### src/rtt_pkg.sv
// Shared constants, codes and stage types of the three-table reciprocal square root.
`default_nettype none
package rtt_pkg;

   localparam int FRAC_BITS   = 23;
   localparam int INDEX_BITS  = 8;
   localparam int CORR_BITS   = 10;
   localparam int TABLE_DEPTH = 512;

   localparam int ADDR_BITS  = $clog2(TABLE_DEPTH);
   localparam int SIG_BITS   = FRAC_BITS + 2;
   localparam int LOW_BASE   = FRAC_BITS - INDEX_BITS;
   localparam int LOW_MAX    = LOW_BASE + 1;
   localparam int CORR_SHIFT = LOW_BASE - CORR_BITS;
   localparam int Q_SHIFT    = 18 - (FRAC_BITS - 23);
   localparam int WORD_BITS  = 32;
   localparam int BYTE_BITS  = 8;
   localparam int Z_BITS     = 2 * CORR_BITS;
   localparam int QPROD_BITS = Z_BITS + BYTE_BITS;
   localparam int LPROD_BITS = WORD_BITS + LOW_MAX;
   localparam int ENTRY_BITS = 2 * WORD_BITS + BYTE_BITS;
   localparam int REQ_DATA_BITS = 112;

   typedef enum logic [0:0] {
      REQ_LOAD    = 1'b0,
      REQ_COMPUTE = 1'b1
   } req_kind_type;

   // operand fields held while the tables are read
   typedef struct packed {
      logic                half;
      logic [LOW_MAX-1:0]  low;
      logic [Z_BITS-1:0]   z;
   } split_type;

   // one table entry as stored in the memory
   typedef struct packed {
      logic [BYTE_BITS-1:0] corr;
      logic [WORD_BITS-1:0] slope;
      logic [WORD_BITS-1:0] base;
   } entry_type;

endpackage
`default_nettype wire

### src/rtt_combine.sv
// Linear and quadratic products and the final difference.
`default_nettype none
module rtt_combine (
   input  wire                                clock,
   input  wire                                reset,
   input  wire                                adv,
   input  wire                                in_valid,
   input  rtt_pkg::split_type                 split,
   input  rtt_pkg::entry_type                 entry,
   output logic [rtt_pkg::WORD_BITS-1:0]      result,
   output logic                               valid
);

   logic [rtt_pkg::LPROD_BITS-1:0] lprod_in, lprod_ff;
   logic [rtt_pkg::QPROD_BITS-1:0] qprod_in, qprod_ff;
   logic [rtt_pkg::WORD_BITS-1:0]  base_ff;
   logic                           half_ff;
   logic                           valid_in, valid_ff;
   logic [rtt_pkg::WORD_BITS-1:0]  lin;
   logic [rtt_pkg::WORD_BITS-1:0]  quad;

   always_comb begin
      lprod_in = rtt_pkg::LPROD_BITS'(entry.slope) * rtt_pkg::LPROD_BITS'(split.low);
      qprod_in = rtt_pkg::QPROD_BITS'(split.z) * rtt_pkg::QPROD_BITS'(entry.corr);
      valid_in = adv ? in_valid : valid_ff;
   end

   always_ff @(posedge clock) begin
      if (reset) begin
         valid_ff <= 1'b0;
      end else begin
         valid_ff <= valid_in;
      end
   end

   always_ff @(posedge clock) begin
      if (adv) begin
         lprod_ff <= lprod_in;
         qprod_ff <= qprod_in;
         base_ff  <= entry.base;
         half_ff  <= split.half;
      end
   end

   // low field is one bit wider in the upper half, so drop one more bit
   always_comb begin
      if (half_ff) begin
         lin = lprod_ff[rtt_pkg::LOW_MAX +: rtt_pkg::WORD_BITS];
      end else begin
         lin = lprod_ff[rtt_pkg::LOW_BASE +: rtt_pkg::WORD_BITS];
      end
      quad   = rtt_pkg::WORD_BITS'(qprod_ff >> rtt_pkg::Q_SHIFT);
      result = base_ff - lin - quad;
   end

   assign valid = valid_ff;

endmodule
`default_nettype wire

### config.mk
export PLATFORM = sky130hd
export DESIGN_NAME = rtt_combine
export DESIGN_NICKNAME = d
export VERILOG_FILES = /design/src/rtt_pkg.sv /design/src/rtt_combine.sv
export SDC_FILE = /design/constraint.sdc
export NUM_CORES = 2
export LEC_CHECK = 0
export BUFFER_PORTS_ARGS = -buffer_cell sky130_fd_sc_hd__buf_2
export CAP_MARGIN = 20
export CORE_ASPECT_RATIO = 0.6
export CORE_MARGIN = 2
export CORE_UTILIZATION = 42
export CTS_BUF_LIST = sky130_fd_sc_hd__clkbuf_16
export CTS_CLUSTER_DIAMETER = 60
export DETAILED_ROUTE_END_ITERATION = 8
export GPL_TIMING_DRIVEN = 0
export PLACE_DENSITY_LB_ADDON = 0.05
export SKIP_LAST_GASP = 1
export SYNTH_ARGS = -nofsm -noshare
export SYNTH_HDL_FRONTEND = slang
export SYNTH_SLANG_ARGS = --single-unit
### constraint.sdc
create_clock -name clock -period 10.7 [get_ports clock]
set_clock_uncertainty 0.2 [all_clocks]
set_input_delay 3.21 -clock clock [delete_from_list [all_inputs] [get_ports clock]]
set_output_delay 3.21 -clock clock [all_outputs]
set_load 0.02 [all_outputs]
-- Word-level counts from Yosys, hierarchy flattened
Index checks and enable logic that the tools add are counted.
- reduce and logical (&&, ||, !) cells: 0
- mux-type cells: 1
- eq/ne operators: 0
- add/sub/neg operators: 2
- magnitude comparators: 0
- bitwise gates (word level): 0
- shift operators: 0
- div/mod/pow operators: 0
- multiply operators: 2
- operators with widths (kind ; count):
    $mul A32 B16 Y48 ; 1
    $mux W32 ; 1
    $sub A32 B10 Y32 ; 1
    $sub A32 B32 Y32 ; 1
    $mul A20 B8 Y28 ; 1
- bits in writable memories: 0
- bits in registers: 110
- output and inout port bits: 33
- input port bits: 113
- bits in read-only memories: 0
- latch bits: 0
- memories kept: 0

-- Longest topological paths before layout
- word-level depth: 3
- mapped depth: 24
- depth with buffers taken out: 23

-- Worst setup path after synthesis
No wires, ideal clock.
- path kind: input-to-reg
- from: input entry[42] in the netlist's numbering
- to: register lprod_ff[46] in the netlist's numbering, data pin
- library setup time: 0.262 ns
- arrival: 8.695 ns
- stages on the path: 21
- setup slack: 1.542 ns
- path through: clkbuf_1 > nand2_1 > fa_1 > fa_1 > fa_1 > fa_1 > inv_1 > fa_1 > inv_1 > fa_1 > inv_1 > ha_1 > a21o_1 > a221oi_2 > o21ai_2 > nor4_4 > o21a_1 > o2111ai_2 > a31oi_2 > o21bai_1 > xor2_1
- cells in the longest elaborated chain, start to end: 1
- RTL lines (item ; RTL line ; text):
    from (decl) ; rtt_combine.sv:9 ; input rtt_pkg::entry_type entry,
    $mul A32 B16 Y48 ; rtt_combine.sv:23 ; lprod_in = rtt_pkg::LPROD_BITS'(entry.slope) * rtt_pkg::LPROD_BITS'(split.low);
    net lprod_in, one bit ; rtt_combine.sv:14 ; logic [rtt_pkg::LPROD_BITS-1:0] lprod_in, lprod_ff;
    to (signal assigned) ; rtt_combine.sv:38 ; lprod_ff <= lprod_in;
    to (decl) ; rtt_combine.sv:14 ;
The timed path passes the listed nets, and every way through them passes these cells.
A chain may end at the register's enable or synchronous reset.

-- Final worst setup path
- from: input split[22] in the netlist's numbering
- to: register lprod_ff[46] in the netlist's numbering, data pin
- cells in the longest elaborated chain, start to end: 1
- RTL lines (item ; RTL line ; text):
    from (decl) ; rtt_combine.sv:8 ; input rtt_pkg::split_type split,
    $mul A32 B16 Y48 ; rtt_combine.sv:23 ;
    net lprod_in, one bit ; rtt_combine.sv:14 ;
The timed path passes the listed nets, and every way through them passes these cells.

==> implementation parameters <==
Parameter                              Value

Yosys
  Most used DFF post-synth    sky130_fd_sc_hd__edfxtp_1
  Proportion of synthesized flip-flops having asynchronous set or reset    0%
  Number of storage elements in the synthesis netlist    77
  Commonest cells in the netlist    sky130_fd_sc_hd__inv_1, sky130_fd_sc_hd__fa_1, sky130_fd_sc_hd__nand2_1, sky130_fd_sc_hd__and2_1, sky130_fd_sc_hd__ha_1
  Synth top area cells    sky130_fd_sc_hd__fa_1, sky130_fd_sc_hd__ha_1, sky130_fd_sc_hd__inv_1
  Adder-cell share of the synthesized area    53.7%
  Cell accounting for the most synthesized area    sky130_fd_sc_hd__fa_1
  Post-Synth XOR/XNOR Area    2.46%
  Average cell area after synthesis    9.20 µm²
  Number of distinct library cell variants in the gate-level netlist after synthesis    between 60 and 70
  Post-synthesis instance area    24900 µm²
  Post-synthesis sequential area ratio    a little under a tenth
  Most frequent cell after synthesis    sky130_fd_sc_hd__inv_1
  EDFF count, synth    76
  Syn nets    3576
  Dominant combinational cell family by area after synthesis    adder cells
  Multiplexer fraction of the synthesized cell area    ~1.4%
  Yosys top cell area share    42.8%
  Yosys warns    0
  Simple-Gate Fraction of Synth Area    approximately 16%
  Synthesized netlist cell count    2713
  Complex-gate fraction of the synthesized area    5.97%

Finish
  Layout cells sized above 1    6.94%
  Growth of design area from synthesis to finish    8.02%
  Number of standard cells in the final layout excluding fillers    around 3600
  Filler cell count in the final layout    5819
  Fin nets    3725

Clocking
  Number of buffers created by CTS    9
  Number of H-tree branching levels    3
  Maximum root-to-sink buffer count    2
  Clock tree from TritonCTS    done
  TritonCTS Sinks    between 70 and 80
  Worst skew pair latency    0.35 ns
  CTS clock-pin slew for the worst setup and hold paths    0.06 ns
  Number of setup buffers added after CTS    0
  Number of hold buffers added after CTS    0
  Clk root buf    sky130_fd_sc_hd__clkbuf_16

Timing
  Max transition margin    29.3%
  Ratio of final minimum period to clock period    97.8%
  Shortest clock period the worst path allows after layout    10.47 ns
  Number of setup violations in the final report    0
  F_max    about 96 MHz
  Setup repair after global routing missed its margin    false
  Worst-Margin Slew    1.06 ns
  Number of max-slew violations in the final report    0
  Number of hold violations in the final report    0

Placement
  Gpl congestion    0.931
  Cell count after placement    around 3600
  Dpl hpwl    around 64 mm
  Port Buffers    137

Floorplanning
  Boundary pin count    approximately 150
  Placeable core area    59000 µm²
  # rows    69
  Die span in x    between 300 and 400 µm
  Die Y-Extent    193 µm
  Area of the die    61400 µm²
  Effective utilization at floorplan    42.3%

Global routing
  Largest net degree at the start of global routing    51
  Overall fraction of global-route tracks in use    25.3%
  First-pass GRT wire length    117 mm
  Via count of the first global-routing pass    about 19000
  Total grt overflow    0
  Antenna violations before repair    3

Worst setup path
  Critical path class    input port to register
  Max FO, Critical Path    10
  Bufs and invs on worst path    5
  Cell family contributing the most delay on the critical path    adder cells
  Cell seen most often among critical-path stages    sky130_fd_sc_hd__fa_1
  Data required time at the worst endpoint    10.60 ns
  Biggest cell delay along the critical path    0.84 ns
  Arrival time at the worst endpoint    10.37 ns
  Kind of launch point of the worst setup path    input port
  Cells along the critical path    buf_2 -> clkdlybuf4s15_1 -> nand2_1 -> fa_1 -> fa_1 -> fa_1 -> inv_1 -> fa_1 -> fa_1 -> inv_1 -> fa_1 -> inv_1 -> ha_1 -> a21oi_1 -> o21ai_0 -> or2_2 -> nor4_4 -> o21a_1 -> o2111ai_2 -> a31oi_2 -> o21bai_1 -> xor2_1
  Worst Setup End Kind    register
  Slowest stage cell on the critical path    sky130_fd_sc_hd__clkdlybuf4s15_1

Routing
  Post-detailed-route count of antenna-violating nets    0
  Initial detailed-routing violation count    about 1300
  Avg Vias per Cell    5.09
  Average routed wire per standard cell    ~21 µm
  Number of design rule violations left after detail routing    0
  Vias after detailed routing    18600
  Number of detailed-routing iterations run before antenna repair    5
  Aggregate routed wire length    75.0 mm

Status
  Result of the run    finished, final reports clean

Job
  Max-cap violations    0

Worst hold path
  Class of the most critical hold timing path    register to register
## cells in the final DEF, fill, tap and decap left out, types with 3 or more instances in the layout
cell type and instances:
sky130_fd_sc_hd__buf_2 138, sky130_fd_sc_hd__clkbuf_1 99, sky130_fd_sc_hd__o31ai_1 5, sky130_fd_sc_hd__nor2_1 56, sky130_fd_sc_hd__a21o_1 34, sky130_fd_sc_hd__xor2_1 18, sky130_fd_sc_hd__nand2b_1 7, sky130_fd_sc_hd__nand2_1 419
sky130_fd_sc_hd__xnor2_1 52, sky130_fd_sc_hd__a211oi_1 10, sky130_fd_sc_hd__nand3b_1 3, sky130_fd_sc_hd__o21a_1 13, sky130_fd_sc_hd__or2_2 4, sky130_fd_sc_hd__nor3_1 9, sky130_fd_sc_hd__and3_1 8, sky130_fd_sc_hd__mux2i_1 11
sky130_fd_sc_hd__o211ai_1 4, sky130_fd_sc_hd__nand3_1 8, sky130_fd_sc_hd__nand4_1 14, sky130_fd_sc_hd__or3_1 4, sky130_fd_sc_hd__ha_1 216, sky130_fd_sc_hd__fa_1 534, sky130_fd_sc_hd__and4_1 4, sky130_fd_sc_hd__and2_1 278
sky130_fd_sc_hd__o21bai_1 9, sky130_fd_sc_hd__nor2b_1 13, sky130_fd_sc_hd__clkinvlp_4 3, sky130_fd_sc_hd__inv_1 630, sky130_fd_sc_hd__a21oi_1 61, sky130_fd_sc_hd__a211o_1 3, sky130_fd_sc_hd__edfxtp_1 76, sky130_fd_sc_hd__o21ai_0 35
sky130_fd_sc_hd__a31oi_1 4, sky130_fd_sc_hd__mux2_2 22, sky130_fd_sc_hd__o21ai_2 3, sky130_fd_sc_hd__o21ai_1 4, sky130_fd_sc_hd__clkbuf_16 9
## metal layers
layer	up-vias	share of wire, %	global-route usage [%]
met5	-	0.017	0
met4	2	1.2	3.52
met3	54	7.8	4.17
met2	568	41	36.1
met1	9519	50	40.5
li1	8441	-	-
## cells by family (layout without fill, tap and decap cells)
logic type,Yosys count,after routing
buffers and inverters,733,887
and+or+nand+nor,833,833
muxes,33,33
DFF,77,77
adders and majority gates,750,750
xor gates and xnor gates,70,70
other,0,1
AOI/OAI and AO/OA,217,217
## worst min-delay path, stage by stage (launching register included)
cell and delay (ns):
sky130_fd_sc_hd__dfxtp_1 0.33, sky130_fd_sc_hd__mux2i_1 0.06, sky130_fd_sc_hd__nor2_1 0.07
## what timing repair did
item                                    4_1_cts  5_1_grt
resized for setup                             0        2
endpoints found under the setup margin        0        1
hold endpoints to repair                      0        0
## per-stage QoR
step	utilization, %	worst slack [ns]	TNS (ns)	hold slack, ns	area (µm²)
2_1_floorplan	-	1.54	0	0.379	24900
3_3_place_gp	45.1	-0.112	-0.131	0.267	26600
3_5_place_dp	45.2	-0.114	-0.228	0.281	26600
4_1_cts	45.7	0.254	0	0.295	26900
5_1_grt	45.7	0.0315	0	0.365	26900
6_report	45.7	0.233	0	0.293	26900
## final timing paths
kind         startpoint      endpoint  slack (ns)  cells past startpoint
min reg2reg       valid         valid        0.29                      2
max           split[22]  lprod_ff[46]        0.23                     22
min               valid         valid        0.29                      2
max reg2reg       valid         valid        9.93                      2
## layout make-up
type / instances / area [µm²] / area share, %
Clock inverter: 7 / 73.8 / 0.274
Timing Repair Buffer: 138 / 716 / 2.66
Buffer: 103 / 395 / 1.47
Antenna cell: 1 / 2.50 / 0.00929
Multi-Input combinational cell: 1903 / 19900 / 73.8
Inverter: 630 / 2360 / 8.77
Tap cell: 781 / 977 / 3.63
Clock buffer: 9 / 225 / 0.836
Sequential cell: 77 / 2300 / 8.54
## registers in the layout (all words and copies together), names as in the netlist
register / count
lprod_ff: 33
base_ff: 32
qprod_ff: 10
half_ff: 1
valid: 1
Power is left out: the tool's default activity adds up to more than one toggle a clock period on the data nets, which glitch-free logic cannot reach.
