--- src/rtt_pkg.sv ---
// Shared constants, codes and stage types of the three-table reciprocal square root.
`default_nettype none
package rtt_pkg;

   localparam int FRAC_BITS   = 23;
   localparam int INDEX_BITS  = 8;
   localparam int CORR_BITS   = 10;
   localparam int TABLE_DEPTH = 512;

   localparam int ADDR_BITS  = $clog2(TABLE_DEPTH);
   localparam int SIG_BITS   = FRAC_BITS + 2;
   localparam int LOW_BASE   = FRAC_BITS - INDEX_BITS;
   localparam int LOW_MAX    = LOW_BASE + 1;
   localparam int CORR_SHIFT = LOW_BASE - CORR_BITS;
   localparam int Q_SHIFT    = 18 - (FRAC_BITS - 23);
   localparam int WORD_BITS  = 32;
   localparam int BYTE_BITS  = 8;
   localparam int Z_BITS     = 2 * CORR_BITS;
   localparam int QPROD_BITS = Z_BITS + BYTE_BITS;
   localparam int LPROD_BITS = WORD_BITS + LOW_MAX;
   localparam int ENTRY_BITS = 2 * WORD_BITS + BYTE_BITS;
   localparam int REQ_DATA_BITS = 112;

   typedef enum logic [0:0] {
      REQ_LOAD    = 1'b0,
      REQ_COMPUTE = 1'b1
   } req_kind_type;

   // operand fields held while the tables are read
   typedef struct packed {
      logic                half;
      logic [LOW_MAX-1:0]  low;
      logic [Z_BITS-1:0]   z;
   } split_type;

   // one table entry as stored in the memory
   typedef struct packed {
      logic [BYTE_BITS-1:0] corr;
      logic [WORD_BITS-1:0] slope;
      logic [WORD_BITS-1:0] base;
   } entry_type;

endpackage
`default_nettype wire

--- src/rtt_split.sv ---
// Operand split: table index, low field and correction term x*~x.
`default_nettype none
module rtt_split (
   input  wire                                clock,
   input  wire                                reset,
   input  wire                                adv,
   input  wire                                take,
   input  wire  [rtt_pkg::SIG_BITS-1:0]       sig,
   output logic [rtt_pkg::ADDR_BITS-1:0]      idx,
   output rtt_pkg::split_type                 split,
   output logic                               valid
);

   logic                             half;
   logic [rtt_pkg::INDEX_BITS-1:0]   mid;
   logic [rtt_pkg::CORR_BITS-1:0]    xc;
   logic [rtt_pkg::CORR_BITS-1:0]    xc_inv;
   rtt_pkg::split_type               split_in;
   rtt_pkg::split_type               split_ff;
   logic                             valid_in;
   logic                             valid_ff;

   always_comb begin
      half = sig[rtt_pkg::FRAC_BITS+1];
      if (half) begin
         mid = sig[rtt_pkg::LOW_BASE+1 +: rtt_pkg::INDEX_BITS];
         xc  = sig[rtt_pkg::CORR_SHIFT+1 +: rtt_pkg::CORR_BITS];
         split_in.low = sig[rtt_pkg::LOW_MAX-1:0];
      end else begin
         mid = sig[rtt_pkg::LOW_BASE +: rtt_pkg::INDEX_BITS];
         xc  = sig[rtt_pkg::CORR_SHIFT +: rtt_pkg::CORR_BITS];
         split_in.low = {1'b0, sig[rtt_pkg::LOW_BASE-1:0]};
      end
      // complement taken at field width before widening
      xc_inv = ~xc;
      split_in.half = half;
      split_in.z    = rtt_pkg::Z_BITS'(xc) * rtt_pkg::Z_BITS'(xc_inv);
      idx = rtt_pkg::ADDR_BITS'({half, mid});
      valid_in = adv ? take : valid_ff;
   end

   always_ff @(posedge clock) begin
      if (reset) begin
         valid_ff <= 1'b0;
      end else begin
         valid_ff <= valid_in;
      end
   end

   always_ff @(posedge clock) begin
      if (adv) begin
         split_ff <= split_in;
      end
   end

   assign split = split_ff;
   assign valid = valid_ff;

endmodule
`default_nettype wire

--- config.mk ---
export PLATFORM = sky130hd
export DESIGN_NAME = rtt_split
export DESIGN_NICKNAME = d
export VERILOG_FILES = /design/src/rtt_pkg.sv /design/src/rtt_split.sv
export SDC_FILE = /design/constraint.sdc
export NUM_CORES = 1
export LEC_CHECK = 0
export ABC_CLOCK_PERIOD_IN_PS = 6300
export BUFFER_PORTS_ARGS = -buffer_cell sky130_fd_sc_hd__clkbuf_2
export CORE_MARGIN = 4
export CORE_UTILIZATION = 58
export CTS_CLUSTER_SIZE = 30
export DETAILED_ROUTE_END_ITERATION = 12
export GPL_ROUTABILITY_DRIVEN = 1
export GPL_TIMING_DRIVEN = 1
export PLACE_DENSITY = 0.82
export SYNTH_ARGS = -nofsm -noshare
export SYNTH_HDL_FRONTEND = slang
export SYNTH_SLANG_ARGS = --single-unit
--- constraint.sdc ---
create_clock -name clock -period 6.3 [get_ports clock]
set_clock_uncertainty 0.1 [all_clocks]
set_input_delay 0.315 -clock clock [delete_from_list [all_inputs] [get_ports clock]]
set_output_delay 0.315 -clock clock [all_outputs]
set_load 0.01 [all_outputs]
Yosys cells after proc, flatten, opt, wreduce, memory -nomap -nowiden
Index checks and enable logic that the tools add are counted.
- add/subtract/negate cells: 0
- multiply operators: 1
- divide/modulo/power cells: 0
- magnitude comparators: 0
- equal/unequal tests: 0
- shift-type cells: 0
- muxes and demuxes: 2
- bitwise logic cells: 1
- reduce and logical (&&, ||, !) cells: 0
- operator list (operator ; count):
    multiplier 10 x 10 -> 20 bit ; 1
    2-to-1 mux 10 bit ; 1
    NOT 10 bit ; 1
    2-to-1 mux 8 bit ; 1
- register bits after elaboration: 38
- latch bits: 0
- RAM bits: 0
- bits in read-only memories: 0
- output and inout bits: 47
- memories: 0

Logic depth before layout (Yosys ltp)
Gate-level depths: netlist of run 1.
- word-level depth: 3
- depth in mapped cells: 22
- mapped depth without buffers: 20

Least setup slack after synthesis of run 1
No wires, ideal clock.
- path type: input -> register
- start: in sig[24] in the netlist's numbering
- end: reg split_ff, in the netlist split[17] (data pin)
- arrival time: 5.471 ns
- required time: 5.941 ns
- slack: 0.470 ns
- cell stages on the path: 22
- path through: buf_2 > buf_2 > mux2i_1 > clkbuf_1 > nand2_1 > fa_1 > inv_1 > fa_1 > inv_1 > fa_1 > inv_1 > fa_1 > inv_1 > fa_1 > inv_1 > ha_1 > a21oi_1 > nand2b_1 > o32ai_2 > o31ai_1 > a31oi_1 > xnor2_1
- RTL lines (item ; RTL line ; RTL):
    start, declared ; rtt_split.sv:8 ; input wire [rtt_pkg::SIG_BITS-1:0] sig,
    end signal, assigned ; rtt_split.sv:52 ; split_ff <= split_in;
    end, declared ; rtt_split.sv:19 ; rtt_pkg::split_type split_ff;

==> results.cfg, run 1 <==
[logic_synthesis]
syn-cell-area_um2 = 4511
syn_area_per_cell_um2 = 9.979
ys_seq_area_frac = 0.2441
yosysUniqueCellTypes = 41
yosys.area.top_type = edfxtp_1
ys_top_cells_by_area = edfxtp_1, fa_1, ha_1, inv_1, nor2_1
synth_top_area_frac = 0.2397
syn_inst = 452
ys_seq_elements = 37
synth_nets = 603
synth_warnings = 0

[routing]
drtIter0Drc = 198
drtPass1Iterations = 4
drtAntennaViolNets = 0
wl_met1_um = 3585
vias = 3355
dr_wl_met2_um = 4786
drt-total-wl_um = 9071
viasPerCell = 5.317
avgRoutedWirePerCell_um = 14.38
drc_errors = 0
top_layer = met4
met3_length_um = 546

[finish]
diodes = 0
mostFrequentLayoutCell = inv_1
final_util = 0.6914
area_delta_synth_final_pct = 13.56
fillers = 577
fin_cells = 631
final_cell_mix = inv_1, clkbuf_2, ha_1
layout-drive-gt1-share = 0.2068
fin_nets = 682

[cts]
htree_levels = 2
cts_root_buf = clkbuf_8
clockBufferDepth = 2
cts_buffers = 5
postCtsResizedCells = 0
clk_latency_ns = 0.29
clk_pin_slew_ns = 0.08
clock-sinks = 37
cts_setup_buffers = 0
tritoncts = yes
cts_hold_buf = 0

[timing]
setup_violations = 0
min_period_over_period = 0.9154
fmax_ghz = 0.1734
fin_crit_ns = 5.767
hold_viol_final = 0
setup_tns_ns = 0
rsz0062_at_grt = false
hold_slack_ns = 0.06788
tightest_slew_ns = 0.8880
slew_viol_final = 0
max_slew_margin = 0.4080

[floorplan]
start_util = 0.6088
pin_count = 76
die-width_um = 96.19
rows = 31
die_y_um = 96.19
dieArea_um2 = 9252
core_area_um2 = 7408

[setup_path]
crit_family = adder cells
crit_buf_inv = 6
worst_setup_path_start_kind = input port
worstPathArrival_ns = 5.69
path_cells = clkbuf_2 -> mux2i_1 -> buf_4 -> inv_1 -> nand2_1 -> fa_1 -> fa_1 -> inv_1 -> fa_1 -> fa_1 -> inv_1 -> fa_1 -> inv_1 -> ha_1 -> a21oi_1 -> o21ai_0 -> a21oi_1 -> o32ai_1 -> nor4_1 -> a311oi_1
crit_required_ns = 6.23
cpMostUsedCell = fa_1
critPathKind = input port to flop
cp-end-kind = flop
critical-path-slowest-cell = fa_1
cp_max_fo = 21
reg2reg_slack_ns = 5.60
critPathMaxStageDelay_ns = 0.54

[job]
cap_violations = 0

[status]
outcome = finished clean

[global_routing]
grt_pass1_vias = 3302
grt_max_degree = 38
grt_use_total = 0.2058
antenna_found_initial = 0
overflow = 0
grt_pass1_wl_um = 14800

[pwr]
power_leakage_nw = 2.690
ir_drop_v = 0.0003243
powerDensity_nw_per_um2 = 469.9
finalPower_mw = 2.407

[placement]
portBuffers = 74
globalplace.congestion = 0.9371
dp_cells = 623
dp_hpwl_um = 7535

[worst_hold_path]
worstHoldPathType = input port to flop
==> report_power, final <==
group	switching [mW]	internal, mW	leakage [nW]
Sequential	0.0155	0.423	0.360
Clock	0.0872	0.0783	0.0445
Combinational	1.06	0.740	2.29
Total	1.17	1.24	2.69
==> layer usage <==
metal,GRT usage,vias to the layer above
met1,0.2584,1606
li1,-,1612
met2,0.3703,121
met5,0,-
met3,0.02346,16
met4,0.06043,0
==> stage by stage <==
step	instance area (um^2)	setup WS, ns
4_1_cts	5122	0.5930
2_1_floorplan	4511	0.4701
6_report	5122	0.5333
5_1_grt	5122	0.2628
3_3_place_gp	5032	0.4597
3_5_place_dp	5032	0.2646
==> final cells by class <==
cell class / instances / area, um^2 / area share
Clock inverter: 3 / 21.27 / 0.004152
Tap cell: 99 / 123.9 / 0.02418
Sequential cell: 37 / 1101 / 0.2149
Multi-Input combinational cell: 312 / 3013 / 0.5882
Clock buffer: 5 / 68.82 / 0.01343
Inverter: 89 / 334.1 / 0.06522
Timing Repair Buffer: 86 / 460.4 / 0.08989
==> final timing paths <==
path               endpoint  depth (start not counted)     from
hold reg to reg       valid                          2    valid
hold / removal        valid                          2    reset
setup reg to reg      valid                          2    valid
setup / recovery  split[18]                         20  sig[24]
==> synthesized netlist by cell type (all sizes together) <==
library cell / instances
buf: 4
nand2: 43
ha: 70
fa: 52
edfxtp: 36
a21oi: 18
o221a: 1
nand4: 2
a31oi: 2
mux2: 8
clkbuf: 10
o21a: 2
a221oi: 1
nor2b: 2
and2: 7
nor2: 47
a21boi: 1
o31ai: 1
nor3: 1
xor2: 4
dfxtp: 1
and3: 4
mux2i: 10
a21o: 4
inv: 89
conb: 1
nor4: 1
o21ai: 7
xnor2: 12
a311oi: 2
nand3: 5
o32ai: 2
nand2b: 1
o21bai: 1
==> flip-flops by register name (all words and copies together), names as in the netlist <==
signal  count
valid       1
split      36
==> logic make-up after synthesis <==
logic type / after synthesis / share of synthesized area
AND/OR/NAND/NOR: 113 / 0.1051
flip-flops: 37 / 0.2441
adder cells (fa/ha/maj): 122 / 0.4250
other: 1 / 0.0008314
XOR/XNOR: 16 / 0.03107
AO/OA/AOI/OAI: 42 / 0.06297
multiplexers: 18 / 0.04300
buffers and inverters: 103 / 0.08793
==> worst reg2reg max path, stage by stage (launching register included) <==
cell and delay [ns]:
dfxtp_1 0.32, mux2i_1 0.13, nor2_1 0.05
No activity file was read; power rests on OpenSTA's default activity.
==> inputs of run 2 (changes only) <==
--- a/config.mk
+++ b/config.mk
@@ -7,7 +7,6 @@
 export LEC_CHECK = 0
 export ABC_CLOCK_PERIOD_IN_PS = 6300
 export BUFFER_PORTS_ARGS = -buffer_cell sky130_fd_sc_hd__clkbuf_2
-export CORE_MARGIN = 4
 export CORE_UTILIZATION = 58
 export CTS_CLUSTER_SIZE = 30
 export DETAILED_ROUTE_END_ITERATION = 12
@@ -17,3 +16,4 @@
 export SYNTH_ARGS = -nofsm -noshare
 export SYNTH_HDL_FRONTEND = slang
 export SYNTH_SLANG_ARGS = --single-unit
+export TNS_END_PERCENT = 1
==> run 2 against run 1 <==
  * Combinational power hardly changed
  * Global-route usage is 3.1 points higher
  * Clock-buffer cell count stayed put
  * Final cell count stayed put
  * Clock power is 50% higher
  * Design area is 0.93% higher
  * Largest power group unchanged
  * Critical path depth stayed put
  * Die area is 12% lower
  * Highest routed layer unchanged
  * Worst hold slack worse by 0.0017 ns
  * Largest cell class unchanged
  * Critical endpoint is now split[14]
  * Register-to-register slack hardly changed
==> results.cfg, run 2 (synthesized netlist as in run 1, its figures left out) <==
[status]
outcome = finished clean

[placement]
portBuffers = 74
placed_area_um2 = 5032
dp_hpwl_um = 7421
dp_cells = 623
globalplace.congestion = 0.8826

[setup_path]
worstPathArrival_ns = 5.65
critPathKind = input port to flop
crit_required_ns = 6.25
path_cells = clkbuf_2 -> mux2i_1 -> buf_4 -> inv_1 -> nand2_1 -> fa_1 -> fa_1 -> inv_1 -> fa_1 -> fa_1 -> inv_1 -> fa_1 -> inv_1 -> ha_1 -> a21oi_1 -> o21ai_0 -> a21oi_1 -> o32ai_1 -> nor2_1 -> xnor2_1
crit_buf_inv = 6
critPathMaxStageDelay_ns = 0.55
cp_max_fo = 9
critical-path-slowest-cell = fa_1
worst_setup_path_start_kind = input port
cp-end-kind = flop
crit_family = adder cells
cpMostUsedCell = fa_1

[finish]
layout-drive-gt1-share = 0.2068
final_cell_mix = inv_1, clkbuf_2, ha_1
diodes = 0
fin_nets = 682
area_delta_synth_final_pct = 14.62
final_area_um2 = 5170
regArea_um2 = 1101
multi_input_area_um2 = 3013
mostFrequentLayoutCell = inv_1
fin_cells = 631
fillers = 550
largest_register_ff_count = 36
final_util = 0.7015

[pwr]
ir_drop_v = 0.0004390
finalPower_mw = 2.475
powerDensity_nw_per_um2 = 478.8
power_leakage_nw = 2.714

[routing]
drt-total-wl_um = 9213
viasPerCell = 5.401
drtAntennaViolNets = 0
drtIter0Drc = 145
avgRoutedWirePerCell_um = 14.60
vias = 3408
drc_errors = 0
drtPass1Iterations = 5

[cts]
clockBufferDepth = 2
clk_latency_ns = 0.29
tritoncts = yes
cts_root_buf = clkbuf_8
clock-sinks = 37
htree_levels = 2
cts_hold_buf = 0
postCtsResizedCells = 0
cts_setup_buffers = 0
clk_pin_slew_ns = 0.08
cts_buffers = 5

[global_routing]
grt_use_total = 0.2365
antenna_found_initial = 0
overflow = 0
grt_pass1_vias = 3407
grt_max_degree = 38
grt_pass1_wl_um = 15460

[job]
cap_violations = 0

[floorplan]
core_area_um2 = 7370
dieArea_um2 = 8133
die_y_um = 90.19
pin_count = 76
start_util = 0.6121
rows = 31
die-width_um = 90.19

[timing]
min_period_over_period = 0.9048
hold_viol_final = 0
tightest_slew_ns = 0.8915
setup_violations = 0
slew_viol_final = 0
fin_crit_ns = 5.700
rsz0062_at_grt = false
max_slew_margin = 0.4057
setup_tns_ns = 0
fmax_ghz = 0.1754

[worst_hold_path]
worstHoldPathType = input port to flop
## run 2: changes by cell type in the layout (fill, tap and decap cells not counted)
cell        change
clkinvlp_4      -1
clkinv_2        -1
bufinv_16       +2
## run 2: worst paths after layout
path            from         to  slack (ns)  depth (start not counted)
max          sig[24]  split[14]        0.60                         20
min            reset      valid        0.07                          2
max reg2reg    valid      valid        5.60                          2
min reg2reg    valid      valid        0.42                          2
## run 2: layout make-up
type | count | area share
clock buffer | 5 | 0.01331
multi-input combinational | 312 | 0.5828
sequential | 37 | 0.2130
clock inverter | 3 | 0.01331
tap | 99 | 0.02396
timing repair buffer | 86 | 0.08906
inverter | 89 | 0.06462
## run 2: power by group
part	internal [mW]	switching, mW	leakage, nW	total [mW]
logic	0.739	1.05	2.29	1.79
clock network	0.159	0.0892	0.0687	0.249
registers	0.423	0.0144	0.360	0.437
total	1.32	1.15	2.71	2.48
## run 2: per-stage QoR
stage / setup slack [ns] / hold slack (ns)
2_1_floorplan: 0.4701 / 0.2874
3_3_place_gp: 0.5355 / 0.3714
3_5_place_dp: 0.3621 / 0.3750
4_1_cts: 0.6354 / 0.06240
5_1_grt: 0.3119 / 0.08393
6_report: 0.5996 / 0.06615
## run 2: metal layers
metal | global-route usage | wire (um) | vias up
met5 | 0 | 0 | -
met4 | 0.09140 | 210 | 0
met3 | 0.02876 | 466 | 20
met2 | 0.4186 | 4822 | 107
met1 | 0.2945 | 3713 | 1674
li1 | - | - | 1607
