$ cat src/rtt_ram.sv
// Generic single-write, single-read memory with registered read data.
`default_nettype none
module rtt_ram #(
   parameter int WIDTH = 8,
   parameter int DEPTH = 16
) (
   input  wire                      clock,
   input  wire                      wr_en,
   input  wire  [$clog2(DEPTH)-1:0] wr_addr,
   input  wire  [WIDTH-1:0]         wr_data,
   input  wire                      rd_en,
   input  wire  [$clog2(DEPTH)-1:0] rd_addr,
   output logic [WIDTH-1:0]         rd_data
);

   logic [WIDTH-1:0] mem_ff [DEPTH];
   logic [WIDTH-1:0] rd_data_ff;

   always_ff @(posedge clock) begin
      if (wr_en) begin
         mem_ff[wr_addr] <= wr_data;
      end
      if (rd_en) begin
         rd_data_ff <= mem_ff[rd_addr];
      end
   end

   assign rd_data = rd_data_ff;

endmodule
`default_nettype wire

$ cat config.mk
export PLATFORM = sky130hd
export DESIGN_NAME = rtt_ram
export DESIGN_NICKNAME = d
export VERILOG_FILES = /design/src/rtt_ram.sv
export SDC_FILE = /design/constraint.sdc
export NUM_CORES = 1
export LEC_CHECK = 0
export ABC_CLOCK_PERIOD_IN_PS = 2000
export BUFFER_PORTS_ARGS = -buffer_cell sky130_fd_sc_hd__buf_4
export CELL_PAD_IN_SITES_DETAIL_PLACEMENT = 1
export CELL_PAD_IN_SITES_GLOBAL_PLACEMENT = 2
export CORE_MARGIN = 1.5
export CORE_UTILIZATION = 48
export DETAILED_ROUTE_END_ITERATION = 10
export PLACE_DENSITY_LB_ADDON = 0.1
export SLEW_MARGIN = 0
export SYNTH_ARGS = -nofsm -noshare
export SYNTH_HDL_FRONTEND = slang
export SYNTH_SLANG_ARGS = --single-unit
$ cat constraint.sdc
create_clock -name clock -period 2 [get_ports clock]
set_clock_uncertainty 0.2 [all_clocks]
set_input_delay 0.1 -clock clock [delete_from_list [all_inputs] [get_ports clock]]
set_output_delay 0.1 -clock clock [all_outputs]
set_load 0.01 [all_outputs]
### Word level (Yosys, flattened, before mapping)

Memory sizes are Yosys's and may differ from the RTL's. A register that Yosys moved wholly into a read port is not among the register bits.
Index checks and enable logic that the tools add are counted.

* word-level logic and storage cells: 3
* memories: 1
* latch bits: 0
* memory bits (writable): 128
* output and inout port bits: 8
* input bits: 19
* memory bits (read-only): 0
* flip-flop bits (word level): 0

Memory list
* mem_ff: depth 16, bits a word 8, read ports 1, clocked after Yosys merged registers in 1, wr ports 1, RTL line 16 `logic [WIDTH-1:0] mem_ff [DEPTH];`

* add/subtract/negate cells: 0
* equality and inequality tests: 0
* multiplexer cells: 2
* reduce and logical (&&, ||, !) cells: 0
* bitwise gates (word level): 0
* shifts and indexed selects: 0
* div/mod/pow operators: 0
* multipliers: 0
* order comparisons: 0

Operators by type and width (number)
* $mux W1: 2

### Depth between registers and ports, before layout

Gate-level depths: netlist of run 1.

* depth in word-level cells: 2
* gate-level depth with buffers: 5
* gate-level depth less buffers: 3

### Least setup slack after synthesis of run 1

Ideal clock, no wire load.

* path type: input to register
* start point: input port wr_addr[2]
* end point: memory mem_ff[0][0], enable pin
* cell stages on the path: 2
* setup time: 0.383 ns
* arrival time: 1.210 ns
* data required time: 1.417 ns
* buffers on the path: 0
* setup slack: 0.207 ns
* cells stage by stage: or3b_2 nor3_1

RTL lines
* start: declaration: RTL line 9 `input wire [$clog2(DEPTH)-1:0] wr_addr,`
* end: declaration: RTL line 16

No word-level cell before the write port.

==> metrics.csv, run 1 <==
stage,metric,value,unit
status,status,"complete, no violations",
worst_setup_path,crit path launch type,flop,
global_route,initial antenna violation count,0,
worst_setup_path,Required @ worst endpoint,2.06,ns
drt,DR DRC count,0,
clock_network,H-tree depth,4,
floorplan,core area,0.0105,sq mm
synth,simple-gate area share of the yosys netlist,3.14,%
sta,fin. max-slew vios,0,
sta,setup TNS,0,ns
drt,Avg Vias per Cell,5.60,
sta,setup violators final,0,
worst_setup_path,"slowest stage delay, CP",0.49,ns
synth,xor/xnor cell area share of the yosys netlist,0,%
sta,fin crit share,85.9,%
drt,post-route ant nets,0,
synth,Post-Syn Area,0.00523,sq mm
clock_network,"CTS clk-pin slew, worst paths",0.06,ns
floorplan,Die H,107,um
sta,crit path time final,1.72,ns
sta,Worst Tran Pin Value,0.449,ns
synth,post-synthesis cell type count,18,
finish,Layout area overhead,20.9,%
clock_network,Max Buffers Root-to-Sink,2,
floorplan,Initial Util,50.0,%
synth,Gate Count Post-Synth,229,
global_route,grt total ovfl,0,
worst_hold_path,worst hold path type,input pin to flop,
clock_network,Clock Latency Late Sink,0.52,ns
floorplan,# IOs,27,
placement,Port Buf Inserts,26,
finish,Final Cell Area,0.00632,sq mm
clock_network,CTS tree,done,
floorplan,die area,0.0115,sq mm
synth,synth warn,0,
drt,total wire length,10600,um
sta,Final Hold Violating Endpoints,0,
worst_setup_path,Critical Path End,rd_data[1],
worst_setup_path,Worst Setup End Kind,flop,
worst_setup_path,ordered list of cells on the worst path,mux4_1 > a22oi_1 > nand2_1,
placement,post-DP HPWL,6890,um
drt,Routed wire per std cell,23.7,um
worst_setup_path,worst-case reg-to-reg path depth,3,
global_route,vias in the first global route,2765,
synth,main combinational cell family by area after synthesis,multiplexers,
global_route,first-pass GRT wire length,16200,um
finish,Nets,316,
synth,Compound-Gate Fraction of Synth Area,2.30,%
worst_setup_path,FF-to-FF setup slack,0.28,ns
power,Pleak,2.14,nW
finish,filler instances,889,
finish,ANT cells,0,
sta,max_slew headroom,70.0,%
sta,f_max,0.582,GHz
clock_network,CTS Buf Count,17,
worst_setup_path,Critical Path Fanout Max,1,
global_route,largest net degree at the start of global routing,33,
worst_setup_path,crit path buf inv count,0,
synth,syn avg cell area,22.8,sq um
finish,fraction of layout cells with a size suffix above 1,28.4,%
sta,unrepaired setup endpoints after global routing,no,
placement,total placed instance area,0.00568,sq mm
finish,Layout Cells excl Fill,446,
power,total power per unit cell area,991,mW/mm^2
worst_setup_path,Crit path max-delay family,multiplexers,
global_route,GRT Util Overall,20.9,%
worst_setup_path,reg2reg start,mem_ff[10][1],
worst_setup_path,crit path DAT,1.78,ns
clock_network,clk root buf,clkbuf_8,
floorplan,Die Wd,107,um
synth,#FFs+latches synth,136,
worst_setup_path,crit path from,mem_ff[10][1],
clock_network,clk sinks,136,
flow_run,max cap viols,0,
placement,Cells after DPL,401,
placement,routability congestion estimate,0.674,
floorplan,number of core rows,37,
drt,1st-iter DRT viols,151,
synth,"Seq/Total Area, Yosys",78.1,%
worst_setup_path,Critical R2R Capture,rd_data[1],
worst_setup_path,Crit Path Class,flop to flop,
drt,TritonRoute pass-1 iters,4,
synth,mux contribution to synthesized area,14.8,%
synth,post-synth net total,248,
power,Peak VDD IR,0.763,mV
worst_setup_path,critical path depth,3,
drt,via count,2499,
worst_setup_path,"slowest stage cell, crit path",mux4_1,
synth,Post-Synth Adder-Cell Area,0,%
==> power breakdown <==
part           internal (mW)  switching, mW
sequential              3.21         0.0199
combinational          0.160          0.174
clock                   1.61           1.09
==> cells in the mapped netlist <==
| cell type | instances | share of area [%] |
|---|---|---|
| nor2b_1 | 1 | 0.12 |
| buf_4 | 1 | 0.14 |
| and2b_1 | 1 | 0.14 |
| nor3_1 | 4 | 0.38 |
| a22oi_1 | 16 | 2.3 |
| mux4_1 | 14 | 7.0 |
| and2_1 | 1 | 0.12 |
| or3b_2 | 1 | 0.17 |
| nand3b_1 | 2 | 0.29 |
| buf_6 | 3 | 0.65 |
| nand3_1 | 1 | 0.096 |
| clkdlybuf4s25_2 | 3 | 0.57 |
| mux4_2 | 18 | 7.8 |
| buf_2 | 3 | 0.29 |
| edfxtp_1 | 136 | 78 |
| nor2_1 | 13 | 0.93 |
| nand2_1 | 9 | 0.65 |
| nand2b_1 | 2 | 0.24 |
==> worst reg2reg max path, delay by kind of cell, from the launching register on <==
family             cells  cell delay, ns
and+or+nand+nor        1            0.08
muxes                  1            0.49
DFF                    1            0.38
AOI/OAI and AO/OA      1            0.31
==> metrics by stage <==
stage               hold WS (ns)  setup WS [ns]  power, mW  utilization, %
floorplan               -0.00113          0.207       3.45               -
global placement           0.212          0.202       3.60            54.3
detailed placement         0.227          0.203       3.61            54.3
CTS                      0.00167          0.280       6.31            60.4
global route              0.0608          0.221       6.45            60.4
finish                    0.0218          0.282       6.27            60.4
==> sequential cells by signal, summed over array words and instances (netlist names) <==
register / count
mem_ff: 128
rd_data: 8
==> worst min-delay path by stage <==
stage,start,end,depth (start not counted)
after global routing,rd_addr[3],rd_data[5],5
after CTS,rd_addr[3],rd_data[7],5
after global placement,wr_data[5],mem_ff[14][5],1
final,rd_addr[3],rd_data[6],5
after floorplan,wr_data[0],mem_ff[0][0],0
after detailed placement,wr_data[5],mem_ff[9][5],1
==> logic make-up after synthesis <==
| group | count (synthesis) |
|---|---|
| buf+inv | 10 |
| flops | 136 |
| mux | 32 |
| compound gates | 16 |
| simple gates | 35 |
==> layout make-up <==
cell class / instances / area [sq um] / share of cell area, %
flip-flops and latches: 136 / 4080 / 64.6
well taps: 136 / 170 / 2.69
repair buffers: 59 / 500 / 7.92
multi-input cells: 83 / 1060 / 16.7
clock buffers: 20 / 425 / 6.73
clock inverters: 12 / 85.1 / 1.35
==> cells in the final DEF (no fill, tap or decap) <==
cell and instances:
edfxtp_1 136, buf_4 44, mux4_2 18, a22oi_1 16, clkbuf_16 16, mux4_1 14, nor2_1 13, dlygate4sd3_1 13
nand2_1 9, clkinv_1 6, nor3_1 4, clkinvlp_4 3, clkbuf_1 3, nand3b_1 2, nand2b_1 2, clkinv_2 2
buf_12 2, nor2b_1 1, and2_1 1, and2b_1 1, nand3_1 1, or3b_2 1, clkbuf_8 1, bufinv_16 1
==> what timing repair did <==
item                      in CTS  in global routing
hold endpoints to repair     192                  0
resized for setup              0                  0
setup buffers                  0                  0
hold buffers                  13                  0
==> layer usage <==
metal	global-route usage [%]	vias to the layer above	part of all wire [%]
met1	25.9	1304	42
met4	6.58	0	1.1
met5	0	-	0
met2	34.7	69	52
li1	-	1114	-
met3	7.20	12	4.2
Note: power is estimated with default switching activity, not from simulation.
==> inputs of run 2 (changes only) <==
--- a/config.mk
+++ b/config.mk
@@ -7,12 +7,10 @@
 export LEC_CHECK = 0
 export ABC_CLOCK_PERIOD_IN_PS = 2000
 export BUFFER_PORTS_ARGS = -buffer_cell sky130_fd_sc_hd__buf_4
-export CELL_PAD_IN_SITES_DETAIL_PLACEMENT = 1
-export CELL_PAD_IN_SITES_GLOBAL_PLACEMENT = 2
 export CORE_MARGIN = 1.5
-export CORE_UTILIZATION = 48
+export CORE_UTILIZATION = 60
 export DETAILED_ROUTE_END_ITERATION = 10
-export PLACE_DENSITY_LB_ADDON = 0.1
+export PLACE_DENSITY = 0.78
 export SLEW_MARGIN = 0
 export SYNTH_ARGS = -nofsm -noshare
 export SYNTH_HDL_FRONTEND = slang
==> run 2 against run 1 <==
Clock power up 28%. Register-to-register slack worse by 0.03 ns. Wire length up 2.9%. Worst hold slack better by 0.016 ns. Sequential power about the same. Die area down 19%. Critical path depth up 3. Critical endpoint is now mem_ff[4][7]. Highest routed layer unchanged.
==> metrics.csv, run 2 (synthesis gave the netlist of run 1 again) <==
stage,metric,value,unit,change
placement,Port Buf Inserts,26,,unchanged
floorplan,Initial Util,62.7,%,+13 points
placement,worst slack at placement,0.0374,ns,-0.165 ns
drt,TritonRoute pass-1 iters,7,,+3
drt,DR top layer,met4,,
drt,Avg Vias per Cell,6.37,,+14%
finish,fraction of layout cells with a size suffix above 1,32.2,%,+3.8 points
floorplan,die area,0.00928,sq mm,-19%
finish,"most common cell after layout, fill and taps aside",edfxtp_1,,
worst_setup_path,Worst Setup End Kind,flop,,
drt,total wire length,10900,um,+2.9%
worst_setup_path,Required @ worst endpoint,2.02,ns,-0.04 ns
finish,ANT cells,0,,unchanged
worst_setup_path,ordered list of cells on the worst path,dlygate4sd3_1 > buf_4 > nand3b_1 > nor3_2 > dlygate4sd3_1 > buf_4,,
power,Pleak,2.25,nW,+5.0%
worst_setup_path,crit path buf inv count,4,,+4
placement,routability congestion estimate,0.762,,+13%
clock_network,clk sinks,136,,unchanged
flow_run,max cap viols,0,,unchanged
worst_hold_path,Hold Path Depth,5,,unchanged
worst_setup_path,"slowest stage cell, crit path",dlygate4sd3_1,,
finish,max FFs per register,128,,unchanged
sta,fin. max-slew vios,0,,unchanged
drt,DR DRC count,0,,unchanged
sta,setup violators final,0,,unchanged
clock_network,CTS Buf Count,17,,unchanged
power,total power per unit cell area,1080,mW/mm^2,+9.0%
clock_network,Max Buffers Root-to-Sink,2,,unchanged
floorplan,# IOs,27,,unchanged
drt,metal3 WL,858,um,+91%
drt,post-route ant nets,0,,unchanged
floorplan,Die H,96.3,um,-10%
drt,1st-iter DRT viols,314,,+110%
global_route,grt total ovfl,0,,unchanged
sta,Final Hold Violating Endpoints,0,,unchanged
clock_network,Clock Latency Late Sink,0.51,ns,about the same
floorplan,number of core rows,33,,-11%
drt,WL met2,5360,um,-3.1%
sta,worst setup margin,0.0255,ns,-0.257 ns
finish,final core utilization,78.1,%,+18 points
placement,post-DP HPWL,6270,um,-8.9%
global_route,first-pass GRT wire length,16300,um,+0.56%
worst_setup_path,worst-case reg-to-reg path depth,3,,unchanged
finish,Nets,323,,+2.2%
worst_setup_path,"slowest stage delay, CP",0.62,ns,+0.13 ns
sta,crit path time final,1.97,ns,+0.257 ns
global_route,initial antenna violation count,0,,unchanged
finish,most frequent cells in the layout,"edfxtp_1, buf_4, mux4_2",,
status,status,"complete, no violations",,
clock_network,H-tree depth,4,,unchanged
power,Peak VDD IR,0.813,mV,+6.6%
finish,filler instances,407,,-54%
sta,fin crit share,98.7,%,+13 points
clock_network,clk root buf,clkbuf_8,,
worst_setup_path,Crit Path Class,input pin to flop,,
global_route,vias in the first global route,2713,,-1.9%
finish,Layout area overhead,24.6,%,
worst_setup_path,Critical Path Fanout Max,5,,+4
clock_network,CTS tree,done,,
worst_setup_path,critical path depth,6,,+3
worst_setup_path,crit path launch type,input pin,,
sta,hold_ws,0.0377,ns,+0.0159 ns
worst_setup_path,FF-to-FF setup slack,0.25,ns,-0.03 ns
global_route,GRT Util Overall,27.1,%,+6.2 points
worst_setup_path,crit path DAT,2.00,ns,+0.22 ns
sta,Worst Tran Pin Value,0.406,ns,-0.0430 ns
finish,Reg with most FFs,mem_ff,,
worst_setup_path,Crit path max-delay family,buffers and inverters,,
clock_network,"CTS clk-pin slew, worst paths",0.06,ns,about the same
worst_hold_path,worst hold path type,input pin to flop,,
floorplan,Die Wd,96.3,um,-10%
global_route,largest net degree at the start of global routing,17,,-48%
drt,wl on met1,4410,um,-1.9%
drt,Routed wire per std cell,25.8,um,+8.8%
drt,via count,2687,,+7.5%
floorplan,core area,0.00834,sq mm,-20%
sta,f_max,0.506,GHz,-13%
sta,max_slew headroom,72.9,%,+2.9 points
-- run 2: cell count changes in the layout (fill, tap and decap cells not counted) --
| cell | change |
|---|---|
| inv_6 | +2 |
| buf_12 | +1 |
| buf_4 | +3 |
| bufinv_16 | +5 |
| clkbuf_1 | -3 |
| clkinv_4 | +1 |
| clkinv_2 | -1 |
| nor3_1 | -1 |
| clkinvlp_4 | +2 |
| clkinv_1 | -6 |
| nor3_2 | +1 |
| dlygate4sd3_1 | +3 |
-- run 2: final timing paths --
| kind | from | to |
|---|---|---|
| setup / recovery | wr_addr[3] | mem_ff[4][7] |
| hold / removal | rd_addr[3] | rd_data[7] |
| setup reg to reg | mem_ff[2][0] | rd_data[0] |
| hold reg to reg | mem_ff[12][7] | rd_data[7] |
-- run 2: worst reg2reg max path, stage by stage, from the launching register on --
cell	delay [ns]
edfxtp_1	0.36
mux4_1	0.54
a22oi_1	0.24
nand2_1	0.14
-- run 2: power by group --
part	total [mW]	internal [mW]	switching, mW
Clock	3.45	2.28	1.17
Sequential	3.23	3.21	0.0206
Combinational	0.352	0.171	0.181
Total	7.04	5.66	1.37
-- run 2: stage by stage --
stage               TNS [ns]  std cells  instance area (sq um)  power (mW)
finish                     0        422                   6510        7.04
global route          -0.162        422                   6510        7.22
CTS                        0        421                   6500        7.06
detailed placement         0        373                   5680        3.61
global placement           0        373                   5680        3.60
floorplan                  0        229                   5230        3.45
-- run 2: area by class of cell --
cell class	instances	area, sq um	area share [%]
clock buffer	17	414	6.36
tap	105	131	2.02
clock inverter	15	249	3.82
sequential	136	4080	62.7
timing repair buffer	66	573	8.80
multi-input combinational	83	1060	16.3
-- run 2: what timing repair did --
item,4_1_cts,5_1_grt
resized for setup,0,1
setup buffers,0,1
hold buffers,16,0
setup endpoints to repair,0,8
endpoints found under the hold margin,179,0
-- run 2: layer usage --
| metal | vias up | track usage (%) |
|---|---|---|
| met4 | 0 | 12.0 |
| met5 | - | 0 |
| met3 | 23 | 6.16 |
| met2 | 158 | 41.0 |
| li1 | 1135 | - |
| met1 | 1371 | 38.4 |
